### config.mk
export PLATFORM = sky130hd
export DESIGN_NAME = ladder_button_debounce_decode
export DESIGN_NICKNAME = d
export VERILOG_FILES = /design/src/design/lbd_pkg.sv /design/src/design/lbd_front.sv /design/src/design/lbd_queue.sv /design/src/design/lbd_back.sv /design/src/design/ladder_button_debounce_decode.sv
export SDC_FILE = /design/constraint.sdc
export NUM_CORES = 1
export LEC_CHECK = 0
export BUFFER_PORTS_ARGS = -buffer_cell sky130_fd_sc_hd__clkbuf_2
export CAP_MARGIN = 5
export CORE_ASPECT_RATIO = 0.9
export CORE_MARGIN = 5
export CORE_UTILIZATION = 45
export DETAILED_ROUTE_END_ITERATION = 8
export PLACE_DENSITY = 0.7
export SLEW_MARGIN = 30
export SYNTH_ARGS = -nofsm -noshare
export SYNTH_HDL_FRONTEND = slang
export SYNTH_SLANG_ARGS = --single-unit
### constraint.sdc
create_clock -name clk -period 3.9 [get_ports clk]
set_input_delay 0 -clock clk [delete_from_list [all_inputs] [get_ports clk]]
set_output_delay 0 -clock clk [all_outputs]
set_load 0.01 [all_outputs]
### src/design/lbd_pkg.sv
package lbd_pkg;

  localparam int SAMPLE_BITS = 10;
  localparam int NUM_RANGES  = 9;
  localparam int TABLE_LEN   = 9;
  localparam int THRESH_BITS = 8;
  localparam int NOISE_BITS  = 10;
  localparam int INDEX_BITS  = 4;

  localparam logic [THRESH_BITS-1:0] THRESH_RESET = THRESH_BITS'(10);
  localparam logic [NOISE_BITS-1:0]  NOISE_RESET  = NOISE_BITS'(100);
  localparam logic [THRESH_BITS-1:0] COUNT_MAX    = {THRESH_BITS{1'b1}};

  // Register word index, taken from paddr[2].
  localparam logic REG_THRESHOLD = 1'b0;
  localparam logic REG_NOISE     = 1'b1;

  localparam int QUEUE_DEPTH = 4;
  localparam int QPTR_BITS   = $clog2(QUEUE_DEPTH);

  // What the front end hands to the back end for one sample.
  typedef struct packed {
    logic                   check;   // reading accepted and above the noise floor
    logic [SAMPLE_BITS-1:0] sample;
  } lbd_mid_t;

  function automatic logic [SAMPLE_BITS-1:0] range_lo(input int i);
    logic [SAMPLE_BITS-1:0] v;
    case (i)
      0: v = SAMPLE_BITS'(943);
      1: v = SAMPLE_BITS'(859);
      2: v = SAMPLE_BITS'(745);
      3: v = SAMPLE_BITS'(440);
      4: v = SAMPLE_BITS'(265);
      5: v = SAMPLE_BITS'(143);
      6: v = SAMPLE_BITS'(988);
      7: v = SAMPLE_BITS'(802);
      8: v = SAMPLE_BITS'(345);
      default: v = '0;
    endcase
    return v;
  endfunction

  function automatic logic [SAMPLE_BITS-1:0] range_hi(input int i);
    logic [SAMPLE_BITS-1:0] v;
    case (i)
      0: v = SAMPLE_BITS'(948);
      1: v = SAMPLE_BITS'(865);
      2: v = SAMPLE_BITS'(755);
      3: v = SAMPLE_BITS'(451);
      4: v = SAMPLE_BITS'(275);
      5: v = SAMPLE_BITS'(155);
      6: v = SAMPLE_BITS'(997);
      7: v = SAMPLE_BITS'(813);
      8: v = SAMPLE_BITS'(358);
      default: v = '0;
    endcase
    return v;
  endfunction

endpackage

### src/design/lbd_front.sv
module lbd_front import lbd_pkg::*; (
  input  logic                   clk,
  input  logic                   rst,
  input  logic                   take,
  input  logic [SAMPLE_BITS-1:0] sample,
  input  logic [THRESH_BITS-1:0] debounce_threshold,
  input  logic [NOISE_BITS-1:0]  noise_floor,
  output lbd_mid_t               mid
);

  logic [SAMPLE_BITS-1:0] stable_value;
  logic [THRESH_BITS-1:0] disagree_count;
  logic [THRESH_BITS-1:0] count_next;
  logic                   accept;

  always_comb begin
    if (sample == stable_value) begin
      count_next = (disagree_count != '0) ? disagree_count - 1'b1 : disagree_count;
    end else begin
      count_next = (disagree_count != COUNT_MAX) ? disagree_count + 1'b1 : disagree_count;
    end
    accept     = (count_next >= debounce_threshold);
    mid.check  = accept && (SAMPLE_BITS'(noise_floor) < sample);
    mid.sample = sample;
  end

  always_ff @(posedge clk) begin
    if (rst) begin
      stable_value   <= '0;
      disagree_count <= '0;
    end else if (take) begin
      if (accept) begin
        disagree_count <= '0;
        stable_value   <= sample;
      end else begin
        disagree_count <= count_next;
      end
    end
  end

endmodule

### src/design/lbd_queue.sv
module lbd_queue import lbd_pkg::*; (
  input  logic     clk,
  input  logic     rst,
  input  logic     wr_en,
  input  lbd_mid_t wr_data,
  input  logic     rd_en,
  output lbd_mid_t rd_data,
  output logic     full,
  output logic     empty
);

  lbd_mid_t             slots [QUEUE_DEPTH];
  logic [QPTR_BITS-1:0] wr_ptr;
  logic [QPTR_BITS-1:0] rd_ptr;
  logic [QPTR_BITS:0]   count;

  assign full    = (count == (QPTR_BITS+1)'(QUEUE_DEPTH));
  assign empty   = (count == '0);
  assign rd_data = slots[rd_ptr];

  always_ff @(posedge clk) begin
    if (wr_en) begin
      slots[wr_ptr] <= wr_data;
    end
  end

  always_ff @(posedge clk) begin
    if (rst) begin
      wr_ptr <= '0;
      rd_ptr <= '0;
      count  <= '0;
    end else begin
      if (wr_en) begin
        wr_ptr <= wr_ptr + 1'b1;
      end
      if (rd_en) begin
        rd_ptr <= rd_ptr + 1'b1;
      end
      if (wr_en && !rd_en) begin
        count <= count + 1'b1;
      end else if (rd_en && !wr_en) begin
        count <= count - 1'b1;
      end
    end
  end

endmodule

### src/design/lbd_back.sv
module lbd_back import lbd_pkg::*; (
  input  logic                  clk,
  input  logic                  rst,
  input  lbd_mid_t              mid,
  input  logic                  mid_empty,
  output logic                  mid_pop,
  input  logic                  pop,
  output logic                  empty,
  output logic                  press_valid,
  output logic [INDEX_BITS-1:0] button_index
);

  logic                  out_full;
  logic                  hit;
  logic [INDEX_BITS-1:0] hit_index;

  // Walk the table from the top so that the lowest matching entry wins.
  always_comb begin
    hit       = 1'b0;
    hit_index = '0;
    for (int i = NUM_RANGES - 1; i >= 0; i--) begin
      if (i < TABLE_LEN && mid.sample >= range_lo(i) && mid.sample <= range_hi(i)) begin
        hit       = 1'b1;
        hit_index = INDEX_BITS'(i);
      end
    end
  end

  assign empty   = !out_full;
  assign mid_pop = !mid_empty && (!out_full || pop);

  always_ff @(posedge clk) begin
    if (rst) begin
      out_full <= 1'b0;
    end else if (mid_pop) begin
      out_full <= 1'b1;
    end else if (pop) begin
      out_full <= 1'b0;
    end
  end

  always_ff @(posedge clk) begin
    if (mid_pop) begin
      press_valid  <= mid.check && hit;
      button_index <= (mid.check && hit) ? hit_index : '0;
    end
  end

endmodule

### src/design/ladder_button_debounce_decode.sv
// Debounces and decodes a resistor-ladder button line. Push one ADC sample per
// tick; every sample yields exactly one result, in order, with press_valid set
// when a newly accepted reading is above the noise floor and falls in one of
// the button ranges, and button_index naming the button or combination. A new
// sample is taken every cycle while full is low; the debounce decision and the
// range compare are each combinational, and a four-entry queue between them
// lets the input keep flowing while results wait. A result passes through a
// queue slot and the output register; up to five results can wait before full
// stops the input. The two registers sit on the APB port at byte addresses 0
// (debounce threshold) and 4 (noise floor); only paddr[2] selects the register.
module ladder_button_debounce_decode import lbd_pkg::*; (
  input  logic                   clk,
  input  logic                   rst,
  input  logic                   push,
  output logic                   full,
  input  logic [SAMPLE_BITS-1:0] sample,
  output logic                   empty,
  input  logic                   pop,
  output logic                   press_valid,
  output logic [INDEX_BITS-1:0]  button_index,
  input  logic                   psel,
  input  logic                   penable,
  input  logic                   pwrite,
  input  logic [2:0]             paddr,
  input  logic [31:0]            pwdata,
  output logic [31:0]            prdata,
  output logic                   pready
);

  logic [THRESH_BITS-1:0] debounce_threshold;
  logic [NOISE_BITS-1:0]  noise_floor;
  lbd_mid_t               front_mid;
  lbd_mid_t               back_mid;
  logic                   take;
  logic                   mid_empty;
  logic                   mid_pop;
  logic                   cfg_write;

  assign pready    = 1'b1;
  assign cfg_write = psel && penable && pwrite && pready;
  assign take      = push && !full;

  always_ff @(posedge clk) begin
    if (rst) begin
      debounce_threshold <= THRESH_RESET;
      noise_floor        <= NOISE_RESET;
    end else if (cfg_write) begin
      case (paddr[2])
        REG_THRESHOLD: debounce_threshold <= pwdata[THRESH_BITS-1:0];
        REG_NOISE:     noise_floor        <= pwdata[NOISE_BITS-1:0];
        default:       ;
      endcase
    end
  end

  always_comb begin
    case (paddr[2])
      REG_THRESHOLD: prdata = {{(32-THRESH_BITS){1'b0}}, debounce_threshold};
      REG_NOISE:     prdata = {{(32-NOISE_BITS){1'b0}}, noise_floor};
      default:       prdata = '0;
    endcase
  end

  lbd_front u_front (
    .clk                (clk),
    .rst                (rst),
    .take               (take),
    .sample             (sample),
    .debounce_threshold (debounce_threshold),
    .noise_floor        (noise_floor),
    .mid                (front_mid)
  );

  lbd_queue u_queue (
    .clk     (clk),
    .rst     (rst),
    .wr_en   (take),
    .wr_data (front_mid),
    .rd_en   (mid_pop),
    .rd_data (back_mid),
    .full    (full),
    .empty   (mid_empty)
  );

  lbd_back u_back (
    .clk          (clk),
    .rst          (rst),
    .mid          (back_mid),
    .mid_empty    (mid_empty),
    .mid_pop      (mid_pop),
    .pop          (pop),
    .empty        (empty),
    .press_valid  (press_valid),
    .button_index (button_index)
  );

endmodule
After elaboration in Yosys (flattened, before gate mapping)

Memory sizes are Yosys's and may differ from the RTL's. A register that Yosys moved wholly into a read port is not among the register bits.
Index checks and enable logic that the tools add are counted.

Add/subtract/negate cells: 6
Multiply operators: 0
Div/mod/pow operators: 0
Order comparisons: 20
Equality and inequality tests: 3
Shift-type cells: 0
Muxes and demuxes: 30
Bitwise gates (word level): 2
Reductions and logical operators: 34

Operators with widths:

| kind                                                               | count |
|---|---|
| one-hot mux 32 bit (2 select lines)                                | 1 |
| greater-or-equal comparator 10 bit, second input constant          | 5 |
| less-or-equal comparator 10 bit, second input constant             | 5 |
| two-way mux 8 bit                                                  | 4 |
| greater-or-equal comparator 10 x 9 -> 1 bit, second input constant | 3 |
| less-or-equal comparator 10 x 9 -> 1 bit, second input constant    | 3 |
| two-way mux 3 bit                                                  | 6 |
| logical AND 1 bit                                                  | 17 |
| two-way mux 1 bit                                                  | 14 |
| == test 10 bit                                                     | 1 |
| greater-or-equal comparator 10 x 8 -> 1 bit, second input constant | 1 |
| less-or-equal comparator 10 x 8 -> 1 bit, second input constant    | 1 |
| < comparator 10 bit                                                | 1 |
| OR reduction 9 bit                                                 | 1 |
| adder 8 x 1 -> 8 bit, second input constant                        | 1 |
| greater-or-equal comparator 8 bit                                  | 1 |
| two-way mux 2 bit                                                  | 4 |
| inequality test 8 bit, second input constant                       | 1 |
| nonzero test 8 bit                                                 | 1 |
| subtractor 8 x 1 -> 8 bit, second input constant                   | 1 |
| AND reduction 2 bit                                                | 3 |
| zero test 1 bit                                                    | 5 |
| OR reduction 5 bit                                                 | 1 |
| adder 2 x 1 -> 2 bit, second input constant                        | 2 |
| 10 further kinds                                                   | 12 |

Flip-flop bits (word level): 49
Bits in latches: 0
Bits in writable memories: 44
ROM bits: 0
Input bits: 52
Memories: 1

Memory list:

| name          | depth | bits a word | rd ports | clocked after Yosys merged registers in | wr ports | line            | source |
|---|---|---|---|---|---|---|---|
| u_queue.slots | 4     | 11          | 1        | 1                                       | 1        | lbd_queue.sv:12 | `lbd_mid_t slots [QUEUE_DEPTH];` |

Logic depth before layout (Yosys ltp)

Word-level depth: 14
Depth in mapped cells: 16
Depth with buffers taken out: 14

Hierarchy

Synthesis repeated with hierarchy kept, for this count alone.

Cells, all modules: 516
Area, all modules: 5442.7 um2

Modules (own cells, without submodules):

| module                        | times used | cells each | area each (um2) | seq. area each (um2) |
|---|---|---|---|---|
| lbd_queue                     | 1          | 101        | 2018.2          | 1501.4 |
| lbd_front                     | 1          | 225        | 1725.4          | 360.3 |
| ladder_button_debounce_decode | 1          | 114        | 1078.5          | 360.3 |
| lbd_back                      | 1          | 76         | 620.6           | 170.2 |

Worst setup path before layout

Ideal clock, no wire load.

Path kind: register -> register
Start point: reg u_front.stable_value[7]
End point: reg u_front.disagree_count[2]
Library setup time: 70 ps
Arrival: 3272 ps
Data required time: 3830 ps
Setup slack: 558 ps
Stages on the path, launching flop included: 15
Path buffers: 2
Period minus slack after synthesis: 3342 ps
Cell sequence: dfxtp_1 > xor2_1 > nor4_2 > nand3_1 > buf_2 > mux2i_1 > a221oi_1 > ha_1 > o21a_1 > o21a_1 > a221oi_1 > o21a_1 > clkbuf_1 > nand4b_1 > a21oi_1

Word-level cells in the longest chain between the ends: 4

Ends and longest elaborated chain:

| element                           | line            | source |
|---|---|---|
| from (decl)                       | lbd_front.sv:11 | `logic [SAMPLE_BITS-1:0] stable_value;` |
| from (signal assigned)            | lbd_front.sv:34 | `stable_value <= sample;` |
| == test 10 bit *                  | lbd_front.sv:17 | `if (sample == stable_value) begin` |
| two-way mux 8 bit *               | lbd_front.sv:17 |  |
| greater-or-equal comparator 8 bit | lbd_front.sv:22 | `accept = (count_next >= debounce_threshold);` |
| two-way mux 8 bit *               | lbd_front.sv:32 | `if (accept) begin` |
| to (signal assigned)              | lbd_front.sv:36 | `disagree_count <= count_next;` |
| to (decl)                         | lbd_front.sv:12 | `logic [THRESH_BITS-1:0] disagree_count;` |

Every way passes the cells marked *; elsewhere a longest branch is shown, timed or not.
A chain may end at the register's enable or synchronous reset.

Worst setup path in the final report

Start point: reg u_front.stable_value[7]
End point: reg u_front.disagree_count[5]

The elaborated chain is that of the path after synthesis.

==> impl_metrics.yaml <==
outcome:
  status: "complete, no violations"
floorplanning:
  die_area_mm2: 0.0138
  dieHeight_um: 112
  start_util_pct: 45.7
  die-width_um: 123
  io_pins: 92
  num_rows: 37
  coreArea_mm2: 0.0113
drt:
  via_count: 3858
  finalWirelength_um: 11200
  drc: 0
  dr.pass1.iters: 4
  first_iter_violations: 179
  postRouteAntennaNets: 0
  wl_per_cell_um: 15.4
  post_drt_via_cell_ratio: 5.28
worst_setup_path:
  critPathMaxStageDelay_ns: 0.50
  cp_slowest_cell: "nor4_2"
  cp_max_fo: 4
  reg2reg_depth: 12
  r2r-start: "u_front.stable_value[7]"
  cp.required_ns: 4.16
  worstSetupStartpointType: "register"
  cp-end-kind: "register"
  path_buf_inv: 0
  arrival_ns: 3.95
  r2r_slack_ns: 0.20
  crit_chain: "xor2_1 > nor4_2 > nand3_2 > mux2i_1 > a221oi_1 > ha_1 > o21a_1 > o21a_1 > a221oi_1 > o21ai_1 > or4_1 > a31oi_1"
  path_class: "register to register"
  crit_family: "compound AO/OA/AOI/OAI gates"
  r2r-end: "u_front.disagree_count[5]"
finish:
  multi_input_area_mm2: 0.00250
  nFillCells: 1013
  stdcell_count: 731
  register_area_mm2: 0.00239
  antenna_cells: 0
  final_nets: 648
  areaGrowthSynthToFinish_pct: 15.2
  drive_gt1_share_pct: 16.7
place:
  numPortBuffers: 44
  dp.cells: 698
  gp_congestion: 0.803
  dpl.hpwl_um: 8200
sta:
  worst_pin_slew_ns: 0.934
  finalMaxSlewViolations: 0
  fin_skew_ns: 0.00848
  fin_crit_sh_pct: 94.8
  min_period_ns: 3.70
  tns_ns: 0
  timing_hold_violations_final: 0
  grt_setup_unrepaired: "no"
  relSlewSlack_pct: 37.5
  max_freq_mhz: 270
  finalSetupViolCount: 0
clock_tree:
  clock_latency_ns: 0.35
  path_clk_slew_ns: 0.07
  cts_sinks: 95
  clockBufferDepth: 2
  cts_made_buffers: 9
  root_buffer: "clkbuf_16"
  cts_setup_buffers: 0
  h-tree-depth: 3
  cts_tree: "built"
synthesis:
  seq_area_frac_synth_pct: 46.2
  ys_seq_elements: 95
  netlist_area_mm2: 0.00518
  yosysUniqueCellTypes: 66
  avgSynthCellArea_um2: 10.2
  synth_area_leaders: "edfxtp_1 (28%), dfxtp_1 (18%), ha_1 (6.0%), nand2_1 (4.0%), mux4_2 (3.9%)"
  yosys-top-cells-count: "nand2_1 (55), edfxtp_1 (49), dfxtp_1 (46)"
  syn_inst: 510
  synth_top_area_share_pct: 28.4
  yosysTopAreaCell: "edfxtp_1"
  synth.most_common_cell: "nand2_1"
  yosysWarnings: 0
  synth_edf_count: 49
  synthArstFlopShare_pct: 0
  ys.flop_type: "edfxtp_1"
pwr:
  power_leakage_nw: 2.44
  worst_ir_drop_vdd_mv: 0.219
  powerDensity_mw_per_mm2: 494
global_route:
  grt_max_degree: 46
  grt_pass1_vias: 3864
  overflow: 0
  antenna_found_initial: 0
  grt_pass1_wl_um: 18500
  grtUsageTotal_pct: 17.0
worst_hold_path:
  hold_class: "input port to register"
  worstHoldPathCells: 2
  whs_endpoint: "u_queue.slots[3][9]"
  min-delay-start: "sample[9]"
run:
  maxCapViolations: 0
==> layer usage <==
layer,global-route usage (%),share of wire [%]
met5,0,0
met4,5.17,1.6
met3,3.66,4.9
met2,29.1,51
met1,21.2,43
==> cells in the final DEF, fill, tap and decap left out, drive strengths merged, types with 3 or more instances in the layout <==
| master | instances |
|---|---|
| a21oi | 32 |
| conb | 23 |
| inv | 34 |
| clkbuf | 56 |
| mux2i | 14 |
| xnor2 | 3 |
| nand3 | 22 |
| mux4 | 12 |
| nor3 | 9 |
| o21a | 4 |
| nand2 | 56 |
| nor2 | 32 |
| nand3b | 4 |
| mux2 | 3 |
| dfxtp | 46 |
| nand4 | 3 |
| buf | 11 |
| o21ai | 26 |
| nor4 | 3 |
| ha | 25 |
| dlygate4sd3 | 17 |
| and3 | 11 |
| or3 | 3 |
| xor2 | 13 |
| a31oi | 7 |
| a21o | 7 |
| edfxtp | 49 |
| nand2b | 5 |
| and2 | 8 |
| nor2b | 3 |
==> through the flow <==
stage	util, %	power (mW)	hold slack [ns]	worst slack, ns	instance area, µm²
2_1_floorplan	-	1.92	0.0989	0.558	5260
3_3_place_gp	48.4	2.07	0.221	0.260	5490
3_5_place_dp	48.4	2.10	0.233	0.126	5490
4_1_cts	52.5	2.97	0.0363	0.0236	5950
5_1_grt	52.7	3.12	0.0442	0.00252	5970
6_report	52.7	2.95	0.0457	0.202	5970
==> layout make-up <==
type                            count  share of cell area, %
Multi-Input combinational cell    360                   41.8
Inverter                           32                   2.01
Clock inverter                      4                  0.628
Timing Repair Buffer               72                   7.92
Sequential cell                    95                   40.1
Tap cell                          156                   3.27
Clock buffer                       12                   4.29
==> where the power goes <==
group | switching [mW] | internal [mW]
Clock | 0.379 | 0.476
Combinational | 0.482 | 0.352
Sequential | 0.0829 | 1.18
Total | 0.944 | 2.00
==> kinds of logic (layout without fill, tap and decap cells) <==
kind of cell / count (synthesis) / count (layout) / share of synthesized area, %
xor+xnor: 16 / 16 / 2.70
fa+ha+maj: 26 / 26 / 6.42
mux: 29 / 29 / 8.79
simple gates: 171 / 171 / 16.8
buf+inv: 76 / 120 / 7.55
compound gates: 95 / 95 / 11.4
flops: 95 / 95 / 46.2
other cells: 2 / 23 / 0.145
==> sequential cells by signal, indices dropped and copies added, names as in the netlist, named ones only <==
register and flops:
u_queue.rd_ptr 2, u_front.stable_value 10, u_queue.wr_ptr 2, debounce_threshold 8, u_queue.slots 44, u_front.disagree_count 8, u_back.out_full 1, u_back.press_valid 1
u_back.button_index 4, u_queue.count 3, noise_floor 10
==> repair_timing <==
action	CTS	global route
hold endpoints to repair	47	0
resized for setup	0	3
endpoints found under the setup margin	0	22
hold buffers	17	0
==> worst max-delay path by stage <==
| stage | start | end | depth (start not counted) |
|---|---|---|---|
| floorplan | u_front.stable_value[7] | u_front.disagree_count[2] | 14 |
| global placement | u_front.stable_value[7] | u_front.disagree_count[4] | 13 |
| detailed placement | u_front.stable_value[7] | u_front.disagree_count[4] | 13 |
| CTS | sample[5] | u_front.disagree_count[5] | 14 |
| global route | u_front.stable_value[7] | u_front.disagree_count[5] | 12 |
| finish | u_front.stable_value[7] | u_front.disagree_count[5] | 12 |
Note: power is estimated with default switching activity, not from simulation.
